$ cat src/hw/rtl/otw_pkg.sv
// types, constants and constant functions for the key to tonewheel mixer
// no dependencies
`timescale 1ns / 1ps
`default_nettype none
package otw_pkg;

	localparam int NUM_DRAWBARS = 9;
	localparam int NUM_WHEELS   = 91;

	localparam int OP_W   = 2;
	localparam int KEY_W  = 6;
	localparam int BAR_W  = 4;
	localparam int LVL_W  = 4;
	localparam int WHL_W  = 7;
	localparam int VOL_W  = 15;
	localparam int G_W    = 17;
	localparam int V_W    = 10;
	localparam int ACC_W  = 29;
	localparam int PROD_W = ACC_W + V_W;
	localparam int M_W    = 40;
	localparam int QB     = 16;
	localparam int NUM_W  = M_W + QB;

	localparam logic [OP_W-1:0] OP_KEY  = 2'd0;
	localparam logic [OP_W-1:0] OP_BAR  = 2'd1;
	localparam logic [OP_W-1:0] OP_READ = 2'd2;

	localparam logic [LVL_W-1:0] LVL_MAX = 4'd8;
	localparam logic [VOL_W-1:0] Q14_ONE = 15'd16384;

	localparam logic [G_W-1:0] G10  = 17'd104858;
	localparam logic [G_W-1:0] G15  = 17'd69905;
	localparam logic [G_W-1:0] G24  = 17'd43691;
	localparam logic [G_W-1:0] G34  = 17'd30840;
	localparam logic [G_W-1:0] G50  = 17'd20972;
	localparam logic [G_W-1:0] G100 = 17'd10486;

	localparam logic [V_W-1:0] VOLTS [0:NUM_WHEELS] = '{
		10'd0,
		10'd700, 10'd692, 10'd683, 10'd673, 10'd664, 10'd655,
		10'd645, 10'd636, 10'd626, 10'd617, 10'd608, 10'd600,
		10'd150, 10'd146, 10'd143, 10'd140, 10'd136, 10'd133,
		10'd130, 10'd126, 10'd123, 10'd120, 10'd116, 10'd113,
		10'd110, 10'd110, 10'd110, 10'd110, 10'd110, 10'd110,
		10'd110, 10'd110, 10'd110, 10'd110, 10'd110, 10'd110,
		10'd111, 10'd112, 10'd113, 10'd114, 10'd115, 10'd117,
		10'd118, 10'd120, 10'd122, 10'd125, 10'd128, 10'd130,
		10'd132, 10'd134, 10'd136, 10'd140, 10'd142, 10'd145,
		10'd147, 10'd151, 10'd152, 10'd156, 10'd158, 10'd160,
		10'd163, 10'd166, 10'd170, 10'd173, 10'd177, 10'd180,
		10'd185, 10'd188, 10'd192, 10'd194, 10'd196, 10'd198,
		10'd200, 10'd200, 10'd200, 10'd200, 10'd200, 10'd200,
		10'd200, 10'd200, 10'd200, 10'd200, 10'd200, 10'd200,
		10'd200, 10'd197, 10'd193, 10'd190, 10'd187, 10'd183,
		10'd180
	};

	typedef struct packed {
		logic write_key;
		logic write_bar;
		logic load;
		logic step;
		logic mul;
		logic rmul;
		logic est;
		logic back;
		logic fix;
		logic out_load;
	} cmd_t;

	typedef struct packed {
		logic scan_last;
	} status_t;

	function automatic logic [V_W-1:0] volts(input logic [WHL_W-1:0] w);
		logic [V_W-1:0] v;
		v = '0;
		if (w <= WHL_W'(NUM_WHEELS))
			v = VOLTS[w];
		return v;
	endfunction

	function automatic logic [WHL_W-1:0] interval(input logic [BAR_W-1:0] d);
		logic [WHL_W-1:0] r;
		unique case (d)
			4'd2:    r = 7'd19;
			4'd3:    r = 7'd12;
			4'd4:    r = 7'd24;
			4'd5:    r = 7'd31;
			4'd6:    r = 7'd36;
			4'd7:    r = 7'd40;
			4'd8:    r = 7'd43;
			4'd9:    r = 7'd48;
			default: r = 7'd0;
		endcase
		return r;
	endfunction

	// fold by octaves into 13..91
	function automatic logic [WHL_W-1:0] wheel_of(input logic [KEY_W-1:0] k,
			input logic [BAR_W-1:0] d);
		logic [WHL_W-1:0] t;
		t = WHL_W'(k) + interval(d);
		if (t < 7'd13)
			t = t + 7'd12;
		else if (t > 7'd103)
			t = t - 7'd24;
		else if (t > 7'd91)
			t = t - 7'd12;
		return t;
	endfunction

	function automatic logic [G_W-1:0] conductance(input logic [KEY_W-1:0] k,
			input logic [BAR_W-1:0] d);
		logic [G_W-1:0] g;
		unique case (d)
			4'd1: begin
				if (k < 6'd11)      g = G100;
				else if (k < 6'd17) g = G50;
				else if (k < 6'd25) g = G34;
				else if (k < 6'd37) g = G24;
				else if (k < 6'd49) g = G15;
				else                g = G10;
			end
			4'd2: begin
				// no middle step on this taper
				if (k < 6'd15)      g = G34;
				else if (k < 6'd39) g = G24;
				else                g = G10;
			end
			4'd3: begin
				if (k < 6'd16)      g = G50;
				else if (k < 6'd24) g = G34;
				else if (k < 6'd38) g = G24;
				else if (k < 6'd50) g = G15;
				else                g = G10;
			end
			4'd4: begin
				if (k < 6'd14)      g = G34;
				else if (k < 6'd40) g = G24;
				else                g = G34;
			end
			4'd5: begin
				if (k < 6'd13)      g = G10;
				else if (k < 6'd21) g = G15;
				else if (k < 6'd41) g = G24;
				else if (k < 6'd53) g = G34;
				else                g = G50;
			end
			4'd6: begin
				if (k < 6'd12)      g = G10;
				else if (k < 6'd21) g = G15;
				else if (k < 6'd42) g = G24;
				else if (k < 6'd56) g = G34;
				else                g = G50;
			end
			4'd7: begin
				if (k < 6'd19)      g = G10;
				else if (k < 6'd43) g = G24;
				else if (k < 6'd52) g = G34;
				else                g = G50;
			end
			4'd8: begin
				if (k < 6'd44)      g = G24;
				else if (k < 6'd49) g = G34;
				else                g = G50;
			end
			default: begin
				if (k < 6'd44) g = G24;
				else           g = G50;
			end
		endcase
		return g;
	endfunction

	// full-scale sum, every key down and every drawbar at 8
	function automatic logic [M_W-1:0] full_scale(input int nk);
		logic [63:0] m;
		logic [KEY_W-1:0] kk;
		logic [BAR_W-1:0] dd;
		m = '0;
		for (int k = 1; k <= nk; k++) begin
			for (int d = 1; d <= NUM_DRAWBARS; d++) begin
				kk = KEY_W'(k);
				dd = BAR_W'(d);
				m = m + 64'd8 * 64'(conductance(kk, dd)) * 64'(volts(wheel_of(kk, dd)));
			end
		end
		return m[M_W-1:0];
	endfunction

endpackage
`default_nettype wire

$ cat src/hw/rtl/otw_ctrl.sv
// sequencer for the mixer: scan, multiply, reciprocal scaling and output handshake
// depends on otw_pkg
`timescale 1ns / 1ps
`default_nettype none
module otw_ctrl (
	input  wire logic                     clk,
	input  wire logic                     arst_n,
	input  wire logic                     in_valid,
	input  wire logic [otw_pkg::OP_W-1:0] op,
	output logic                          in_ready,
	output logic                          out_valid,
	input  wire logic                     out_ready,
	input  wire otw_pkg::status_t         status,
	output otw_pkg::cmd_t                 cmd
);

	typedef enum logic [2:0] {
		ST_IDLE,
		ST_SCAN,
		ST_MUL,
		ST_RMUL,
		ST_EST,
		ST_BACK,
		ST_FIX,
		ST_FIN
	} state_t;

	state_t state_q;
	logic   out_valid_q;
	logic   accept;
	logic   out_free;

	assign in_ready  = (state_q == ST_IDLE);
	assign out_valid = out_valid_q;
	assign accept    = in_valid && in_ready;
	assign out_free  = !out_valid_q || out_ready;

	always_comb begin
		cmd           = '0;
		cmd.write_key = accept && (op == otw_pkg::OP_KEY);
		cmd.write_bar = accept && (op == otw_pkg::OP_BAR);
		cmd.load      = accept && (op == otw_pkg::OP_READ);
		cmd.step      = (state_q == ST_SCAN);
		cmd.mul       = (state_q == ST_MUL);
		cmd.rmul      = (state_q == ST_RMUL);
		cmd.est       = (state_q == ST_EST);
		cmd.back      = (state_q == ST_BACK);
		cmd.fix       = (state_q == ST_FIX);
		cmd.out_load  = (state_q == ST_FIN) && out_free;
	end

	always_ff @(posedge clk or negedge arst_n) begin
		if (!arst_n) begin
			state_q     <= ST_IDLE;
			out_valid_q <= 1'b0;
		end else begin
			if (cmd.out_load)
				out_valid_q <= 1'b1;
			else if (out_ready)
				out_valid_q <= 1'b0;
			unique case (state_q)
				ST_IDLE: begin
					if (accept && op == otw_pkg::OP_READ)
						state_q <= ST_SCAN;
				end
				ST_SCAN: begin
					if (status.scan_last)
						state_q <= ST_MUL;
				end
				ST_MUL:  state_q <= ST_RMUL;
				ST_RMUL: state_q <= ST_EST;
				ST_EST:  state_q <= ST_BACK;
				ST_BACK: state_q <= ST_FIX;
				ST_FIX:  state_q <= ST_FIN;
				ST_FIN: begin
					if (out_free)
						state_q <= ST_IDLE;
				end
			endcase
		end
	end

`ifndef SYNTH
	a_busy_not_ready: assert property (@(posedge clk) disable iff (!arst_n)
		state_q != ST_IDLE |-> !in_ready) else $error("ready while busy");
	a_read_starts_scan: assert property (@(posedge clk) disable iff (!arst_n)
		cmd.load |=> state_q == ST_SCAN) else $error("read did not start scan");
	a_out_load_sets_valid: assert property (@(posedge clk) disable iff (!arst_n)
		cmd.out_load |=> out_valid_q) else $error("result lost");
`endif

endmodule
`default_nettype wire

$ cat src/hw/rtl/otw_dp.sv
// datapath: key and drawbar state, pair scan accumulator, reciprocal scaling
// depends on otw_pkg
`timescale 1ns / 1ps
`default_nettype none
module otw_dp #(
	parameter int NUM_KEYS = 61
) (
	input  wire logic                        clk,
	input  wire logic                        arst_n,
	input  wire otw_pkg::cmd_t               cmd,
	output otw_pkg::status_t                 status,
	input  wire logic [otw_pkg::KEY_W-1:0]   key_index,
	input  wire logic                        key_down,
	input  wire logic [otw_pkg::BAR_W-1:0]   drawbar_index,
	input  wire logic [otw_pkg::LVL_W-1:0]   drawbar_level,
	input  wire logic [otw_pkg::WHL_W-1:0]   wheel_index,
	output logic [otw_pkg::VOL_W-1:0]        volume,
	output logic                             index_valid
);

	localparam int KW = (NUM_KEYS > 1) ? $clog2(NUM_KEYS) : 1;
	localparam int NW = otw_pkg::NUM_W + 1;
	localparam logic [otw_pkg::M_W-1:0] FULL = otw_pkg::full_scale(NUM_KEYS);
	localparam logic [otw_pkg::KEY_W-1:0] LAST_KEY = otw_pkg::KEY_W'(NUM_KEYS);
	localparam logic [otw_pkg::BAR_W-1:0] LAST_BAR = otw_pkg::BAR_W'(otw_pkg::NUM_DRAWBARS);
	// floor(2^56 / full scale); the estimate is at most one below the quotient
	localparam logic [31:0] RECIP = 32'((64'd1 << 56) / 64'(FULL));
	localparam logic [NW-1:0] FULL_X = NW'(FULL);
	localparam logic [NW-1:0] SAT_NUM = FULL_X * (NW'(otw_pkg::Q14_ONE) + NW'(1));
	localparam logic [19:0] F_LO = FULL[19:0];
	localparam logic [19:0] F_HI = FULL[otw_pkg::M_W-1:20];

	logic [NUM_KEYS-1:0]                keys_q;
	logic [otw_pkg::LVL_W-1:0]          bars_q [otw_pkg::NUM_DRAWBARS];
	logic [otw_pkg::KEY_W-1:0]          k_q;
	logic [otw_pkg::BAR_W-1:0]          d_q;
	logic [otw_pkg::WHL_W-1:0]          wheel_q;
	logic                               valid_q;
	logic [otw_pkg::ACC_W-1:0]          acc_q;
	logic [otw_pkg::PROD_W-1:0]         prod_q;
	logic [59:0]                        pl_q;
	logic [59:0]                        ph_q;
	logic [otw_pkg::VOL_W-1:0]          qe_q;
	logic                               sat_q;
	logic [NW-1:0]                      prd_q;
	logic [otw_pkg::VOL_W-1:0]          res_q;
	logic [otw_pkg::VOL_W-1:0]          volume_q;
	logic                               index_valid_q;

	logic [otw_pkg::LVL_W-1:0]          lvl;
	logic                               hit;
	logic [NW-1:0]                      num;
	logic [87:0]                        est_sum;
	logic [NW-1:0]                      diff;

	assign lvl = bars_q[d_q - 4'd1];
	assign hit = keys_q[KW'(k_q - 6'd1)] && (lvl != '0)
		&& (otw_pkg::wheel_of(k_q, d_q) == wheel_q);

	assign num = NW'({prod_q, 14'd0}) + NW'(FULL >> 1);
	assign est_sum = {ph_q, 28'd0} + 88'(pl_q);
	assign diff = num - prd_q;

	assign status.scan_last = (k_q == LAST_KEY) && (d_q == LAST_BAR);

	assign volume      = volume_q;
	assign index_valid = index_valid_q;

	always_ff @(posedge clk or negedge arst_n) begin
		if (!arst_n) begin
			keys_q <= '0;
			for (int i = 0; i < otw_pkg::NUM_DRAWBARS; i++)
				bars_q[i] <= '0;
		end else begin
			if (cmd.write_key && key_index >= 6'd1 && key_index <= LAST_KEY)
				keys_q[KW'(key_index - 6'd1)] <= key_down;
			if (cmd.write_bar && drawbar_index >= 4'd1 && drawbar_index <= LAST_BAR)
				bars_q[drawbar_index - 4'd1] <=
					(drawbar_level > otw_pkg::LVL_MAX) ? otw_pkg::LVL_MAX : drawbar_level;
		end
	end

	always_ff @(posedge clk) begin
		if (cmd.load) begin
			k_q     <= 6'd1;
			d_q     <= 4'd1;
			acc_q   <= '0;
			wheel_q <= wheel_index;
			valid_q <= (wheel_index >= 7'd1)
				&& (wheel_index <= otw_pkg::WHL_W'(otw_pkg::NUM_WHEELS));
		end
		if (cmd.step) begin
			if (hit)
				acc_q <= acc_q + otw_pkg::ACC_W'(lvl)
					* otw_pkg::ACC_W'(otw_pkg::conductance(k_q, d_q));
			if (d_q == LAST_BAR) begin
				d_q <= 4'd1;
				k_q <= k_q + 6'd1;
			end else begin
				d_q <= d_q + 4'd1;
			end
		end
		if (cmd.mul)
			prod_q <= otw_pkg::PROD_W'(otw_pkg::volts(wheel_q)) * otw_pkg::PROD_W'(acc_q);
		// numerator times reciprocal, split in two halves
		if (cmd.rmul) begin
			pl_q <= 60'(num[27:0]) * 60'(RECIP);
			ph_q <= 60'(num[55:28]) * 60'(RECIP);
		end
		if (cmd.est) begin
			qe_q  <= est_sum[70:56];
			sat_q <= (num >= SAT_NUM);
		end
		if (cmd.back)
			prd_q <= NW'(qe_q) * NW'(F_LO) + ((NW'(qe_q) * NW'(F_HI)) << 20);
		// bump the estimate when the remainder still holds a full divisor, or saturate to Q14 one
		if (cmd.fix) begin
			if (sat_q)
				res_q <= otw_pkg::Q14_ONE;
			else
				res_q <= qe_q + otw_pkg::VOL_W'(diff >= FULL_X);
		end
		if (cmd.out_load) begin
			index_valid_q <= valid_q;
			volume_q      <= res_q;
		end
	end

`ifndef SYNTH
	a_fix_range: assert property (@(posedge clk) disable iff (!arst_n)
		cmd.fix && !sat_q |-> diff < (FULL_X << 1))
		else $error("quotient estimate off by more than one");
	a_scan_wraps: assert property (@(posedge clk) disable iff (!arst_n)
		cmd.step && d_q == LAST_BAR && !status.scan_last |=> d_q == 4'd1)
		else $error("drawbar counter did not wrap");
	a_invalid_zero: assert property (@(posedge clk) disable iff (!arst_n)
		cmd.mul && !valid_q |=> prod_q == '0) else $error("invalid wheel fed");
`endif

endmodule
`default_nettype wire

$ cat src/hw/rtl/organ_key_to_tonewheel_mixer.sv
// channel  | dir | payload
// s_axis   | in  | operation, key_index, key_down, drawbar_index, drawbar_level, wheel_index
// m_axis   | out | volume (tdata), index_valid (tuser)
//
// key and drawbar words are written as they are accepted; a read scans all NUM_KEYS*9
// key and drawbar pairs (one key and drawbar pair a cycle), then steps through the multiply,
// reciprocal multiply, estimate, back-multiply and correction states and an output state.
// one word in flight; a finished result waits in the output register while the next word
// is accepted, and the output state stalls while that register is still full. reset
// clears all keys and drawbars.
`timescale 1ns / 1ps
`default_nettype none
module organ_key_to_tonewheel_mixer #(
	parameter int NUM_KEYS = 61
) (
	input  wire logic        clk,
	input  wire logic        arst_n,
	input  wire logic        s_tvalid,
	output logic             s_tready,
	// operation, key_index, key_down, drawbar_index, drawbar_level, wheel_index
	input  wire logic [23:0] s_tdata,
	output logic             m_tvalid,
	input  wire logic        m_tready,
	// volume
	output logic [15:0]      m_tdata,
	// index_valid
	output logic [0:0]       m_tuser
);

	otw_pkg::cmd_t                   cmd;
	otw_pkg::status_t                status;
	logic [otw_pkg::VOL_W-1:0]       volume;
	logic                            index_valid;

	otw_ctrl u_ctrl (
		.clk       (clk),
		.arst_n    (arst_n),
		.in_valid  (s_tvalid),
		.op        (s_tdata[1:0]),
		.in_ready  (s_tready),
		.out_valid (m_tvalid),
		.out_ready (m_tready),
		.status    (status),
		.cmd       (cmd)
	);

	otw_dp #(
		.NUM_KEYS (NUM_KEYS)
	) u_dp (
		.clk           (clk),
		.arst_n        (arst_n),
		.cmd           (cmd),
		.status        (status),
		.key_index     (s_tdata[7:2]),
		.key_down      (s_tdata[8]),
		.drawbar_index (s_tdata[12:9]),
		.drawbar_level (s_tdata[16:13]),
		.wheel_index   (s_tdata[23:17]),
		.volume        (volume),
		.index_valid   (index_valid)
	);

	assign m_tdata = {1'b0, volume};
	assign m_tuser = index_valid;

`ifndef SYNTH
	a_invalid_zero_out: assert property (@(posedge clk) disable iff (!arst_n)
		m_tvalid && !m_tuser[0] |-> m_tdata == 16'd0) else $error("bad invalid word");
	a_volume_range: assert property (@(posedge clk) disable iff (!arst_n)
		m_tvalid |-> m_tdata <= 16'd16384) else $error("volume out of range");
	a_out_hold: assert property (@(posedge clk) disable iff (!arst_n)
		m_tvalid && !m_tready |=> m_tvalid && $stable(m_tdata))
		else $error("output word dropped");
`endif

endmodule
`default_nettype wire
$ cat config.mk
export PLATFORM = sky130hd
export DESIGN_NAME = organ_key_to_tonewheel_mixer
export DESIGN_NICKNAME = d
export VERILOG_FILES = /design/src/hw/rtl/otw_pkg.sv /design/src/hw/rtl/otw_ctrl.sv /design/src/hw/rtl/otw_dp.sv /design/src/hw/rtl/organ_key_to_tonewheel_mixer.sv
export SDC_FILE = /design/constraint.sdc
export NUM_CORES = 2
export LEC_CHECK = 0
export BUFFER_PORTS_ARGS = -buffer_cell sky130_fd_sc_hd__buf_2
export CORE_MARGIN = 2
export CORE_UTILIZATION = 31
export CTS_CLUSTER_DIAMETER = 120
export DETAILED_ROUTE_END_ITERATION = 10
export PLACE_DENSITY = 0.55
export SLEW_MARGIN = 0
export SYNTH_ARGS = -nofsm -noshare
export SYNTH_HDL_FRONTEND = slang
export SYNTH_SLANG_ARGS = --single-unit
$ cat constraint.sdc
create_clock -name clk -period 11.97 [get_ports clk]
set_input_delay 2.9925 -clock clk [delete_from_list [all_inputs] [get_ports clk]]
set_output_delay 2.9925 -clock clk [all_outputs]
set_load 0.02 [all_outputs]
==> results_dict.tcl <==
set metrics [dict create \
    r2r-end "u_dp.prd_q[43]" \
    via_count 39920 \
    drive_gt1_frac 0.06878 \
    cp.arrival_ns 10.20 \
    drt-total-wl_um 136500 \
    placed_cell_area_mm2 0.05863 \
    status "complete, no violations" \
    worstMarginPinSlew_ns 1.113 \
    synth_warnings 0 \
    synth.yosys.seq_area_share 0.1741 \
    hold_start "u_dp.res_q[3]" \
    async_flop_share 0.2869 \
    synth_flop_cell "edfxtp_1" \
    grt_pass1_vias 41510 \
    crit_fanout 14 \
    pwr-share-clk 0.501 \
    setup_viol 0 \
    r2r_setup_slack_ns 2.12 \
    timing.rr.start "u_dp.qe_q[4]" \
    start_util 0.3114 \
    hold_buffers 0 \
    required_ns 12.31 \
    holdWs_ns 0.4185 \
    max_freq_mhz 101.5 \
    die-height_um 427.1 \
    crit_path_end_kind "register" \
    clkLatencyLatePin_ns 0.61 \
    rows 155 \
    clockRootBuffer "clkbuf_16" \
    io-pin-count 47 \
    post-route-period-util 0.8231 \
    viasPerCell 4.834 \
    fin_crit_ns 9.852 \
    ir_worst_vdd_mv 0.1030 \
    p_int_mw 2.029 \
    cts-buffers-inserted 44 \
    switchingPower_mw 0.5941 \
    total_power_mw 2.623 \
    path_clk_slew_ns 0.06 \
    cts_setup_buffers 0 \
    grt_start_max_net_pins 75 \
    nNetsFinal 7402 \
    worstSetupStartpointType "register" \
    cts_tree "yes" \
    portBuffers 45 \
    avgSynthCellArea_um2 9.433 \
    die-area_mm2 0.1824 \
    clock_skew_ns 0.02421 \
    clock-sinks 352 \
    path_buf_inv 6 \
    grt-ovfl-total 0 \
    power_frac_comb 0.013 \
    gp_congestion 0.8953 \
    drc 0 \
    final_area_mm2 0.06005 \
    antenna_found_initial 3 \
    drt-initial-drc-count 1843 \
    slew_violations 0 \
    switching_share 0.2265 \
    routedWlPerCell_um 16.52 \
    htree_levels 2 \
    finish.utilization 0.3370 \
    cp_top_family "compound AO/OA/AOI/OAI gates" \
    grt_pass1_wl_um 223800 \
    critical_path_class "register to register" \
    cpMaxStageDelayCell "edfxtp_1" \
    syn-num-nets 7415 \
    dp_slack_ns 2.140 \
    hp-class "register to register" \
    r2r.worst_path.cells 39 \
    final-hold-violation-count 0 \
    synth_area_mm2 0.05550 \
    hold_end "u_dp.volume[3]" \
    dr.pass1.iters 5 \
    p_seq_frac 0.486 \
    grt_usage 0.1526 \
    leakagePower_nw 29.36 \
    maxCapViolCount 0 \
    synth_edf_count 211 \
    core-area_mm2 0.1782 \
    cts_resized 0 \
    synth_cells 5883 \
    dieWidth_um 427.1 \
    fin_ws_ns 2.118 \
    ys_ff_latch 352 \
    cts_buffer_depth 3 \
    setup_tns_ns 0 \
    slowest_delay_ns 0.84 \
    hold_depth 0 \
    stdcell_count 8259 \
    place_hpwl_um 112200 \
    dp.cells 8179 \
    rsz0062_at_grt "no" \
    power_density_mw_per_mm2 43.68 \
    maxSlewHeadroom 0.2515 \
    ant_nets 0 \
    syn2layout_area_growth_pct 8.211 \
    yosysUniqueCellTypes 106 \
]
[cell type report]
cell class	instances	area, um^2
antenna	1	2.502
fill	18310	118200
inverter	1144	4297
clock inverter	26	229.0
timing repair buffer	109	708.2
tap	2355	2947
clock buffer	53	1196
sequential	352	9664
multi-input combinational	4219	41010
[placed cells by master, fill, tap and decap left out, types with 16 or more instances in the layout]
cell type     n
inv_1      1140
ha_1        855
fa_1        649
nor2_1      364
nand2_1     323
a21oi_1     271
xnor2_1     212
edfxtp_1    211
o21ai_0     184
and2_1      162
nand3_1     109
dfrtp_1     101
mux2_2      100
xor2_1       84
nor3_1       79
nor2b_1      72
a21o_1       70
buf_4        65
nand2b_1     52
clkbuf_16    45
buf_2        44
o21bai_1     40
dfxtp_1      40
and3_1       39
a211oi_1     37
mux2i_1      34
a31oi_1      33
nand4_1      30
o21a_1       30
or2_2        29
mux4_2       27
or3_1        24
nor4_1       20
o211ai_1     16
[power groups by stage]
stage          Sequential (mW)  Combinational, mW  Clock, mW
2_1_floorplan             1.30             0.0155          0
3_3_place_gp              1.30             0.0335          0
3_5_place_dp              1.30             0.0344          0
4_1_cts                   1.28             0.0344       1.36
5_1_grt                   1.27             0.0384       1.40
6_report                  1.28             0.0340       1.31
[flip-flops by register name, summed over array words and instances (netlist names), 3 cells and up, named ones only]
| signal | count |
|---|---|
| u_ctrl.state_q | 3 |
| u_dp.acc_q | 29 |
| u_dp.bars_q | 36 |
| u_dp.d_q | 4 |
| u_dp.k_q | 6 |
| u_dp.keys_q | 61 |
| u_dp.ph_q | 43 |
| u_dp.pl_q | 22 |
| u_dp.prd_q | 48 |
| u_dp.prod_q | 39 |
| u_dp.qe_q | 15 |
| u_dp.res_q | 15 |
| u_dp.volume | 15 |
| u_dp.wheel_q | 7 |
[Yosys cell counts (34+ instances only)]
master	n	share of area
a211oi_1	37	0.0050
a21o_1	70	0.0095
a21oi_1	273	0.025
a31oi_1	34	0.0038
and2_1	162	0.018
and3_1	39	0.0044
clkbuf_1	144	0.0097
dfrtp_1	101	0.046
dfxtp_1	40	0.014
edfxtp_1	211	0.11
fa_1	649	0.23
ha_1	855	0.19
inv_1	1140	0.077
mux2_2	100	0.020
mux2i_1	34	0.0061
nand2_1	323	0.022
nand2b_1	52	0.0059
nand3_1	109	0.0098
nor2_1	366	0.025
nor2b_1	72	0.0081
nor3_1	80	0.0072
o21ai_0	186	0.017
o21bai_1	40	0.0054
xnor2_1	215	0.034
xor2_1	86	0.014
[logic make-up after synthesis]
| logic type | synth area share |
|---|---|
| other cells | 0.00006757 |
| compound gates | 0.1040 |
| flops | 0.1741 |
| simple gates | 0.1193 |
| mux | 0.03738 |
| xor+xnor | 0.04859 |
| fa+ha+maj | 0.4275 |
| buf+inv | 0.08910 |
[worst max path at each step]
stage | from | endpoint | cells after the start
after global placement | u_dp.qe_q[4] | u_dp.prd_q[43] | 39
final | u_dp.qe_q[4] | u_dp.prd_q[43] | 39
after detailed placement | u_dp.qe_q[4] | u_dp.prd_q[43] | 39
after global routing | u_dp.qe_q[4] | u_dp.prd_q[43] | 39
after floorplan | u_dp.qe_q[4] | u_dp.prd_q[43] | 38
after CTS | u_dp.qe_q[4] | u_dp.prd_q[43] | 38
[layer usage]
layer / wire (um) / GRT usage / part of all wire / vias to the layer above
li1: - / - / - / 19450
met1: 62740 / 0.2023 / 0.46 / 19690
met2: 65770 / 0.2635 / 0.48 / 596
met3: 4162 / 0.01535 / 0.030 / 186
met4: 3796 / 0.04126 / 0.028 / 0
met5: 0 / 0 / 0 / -
(Power assumes the default switching activity.)
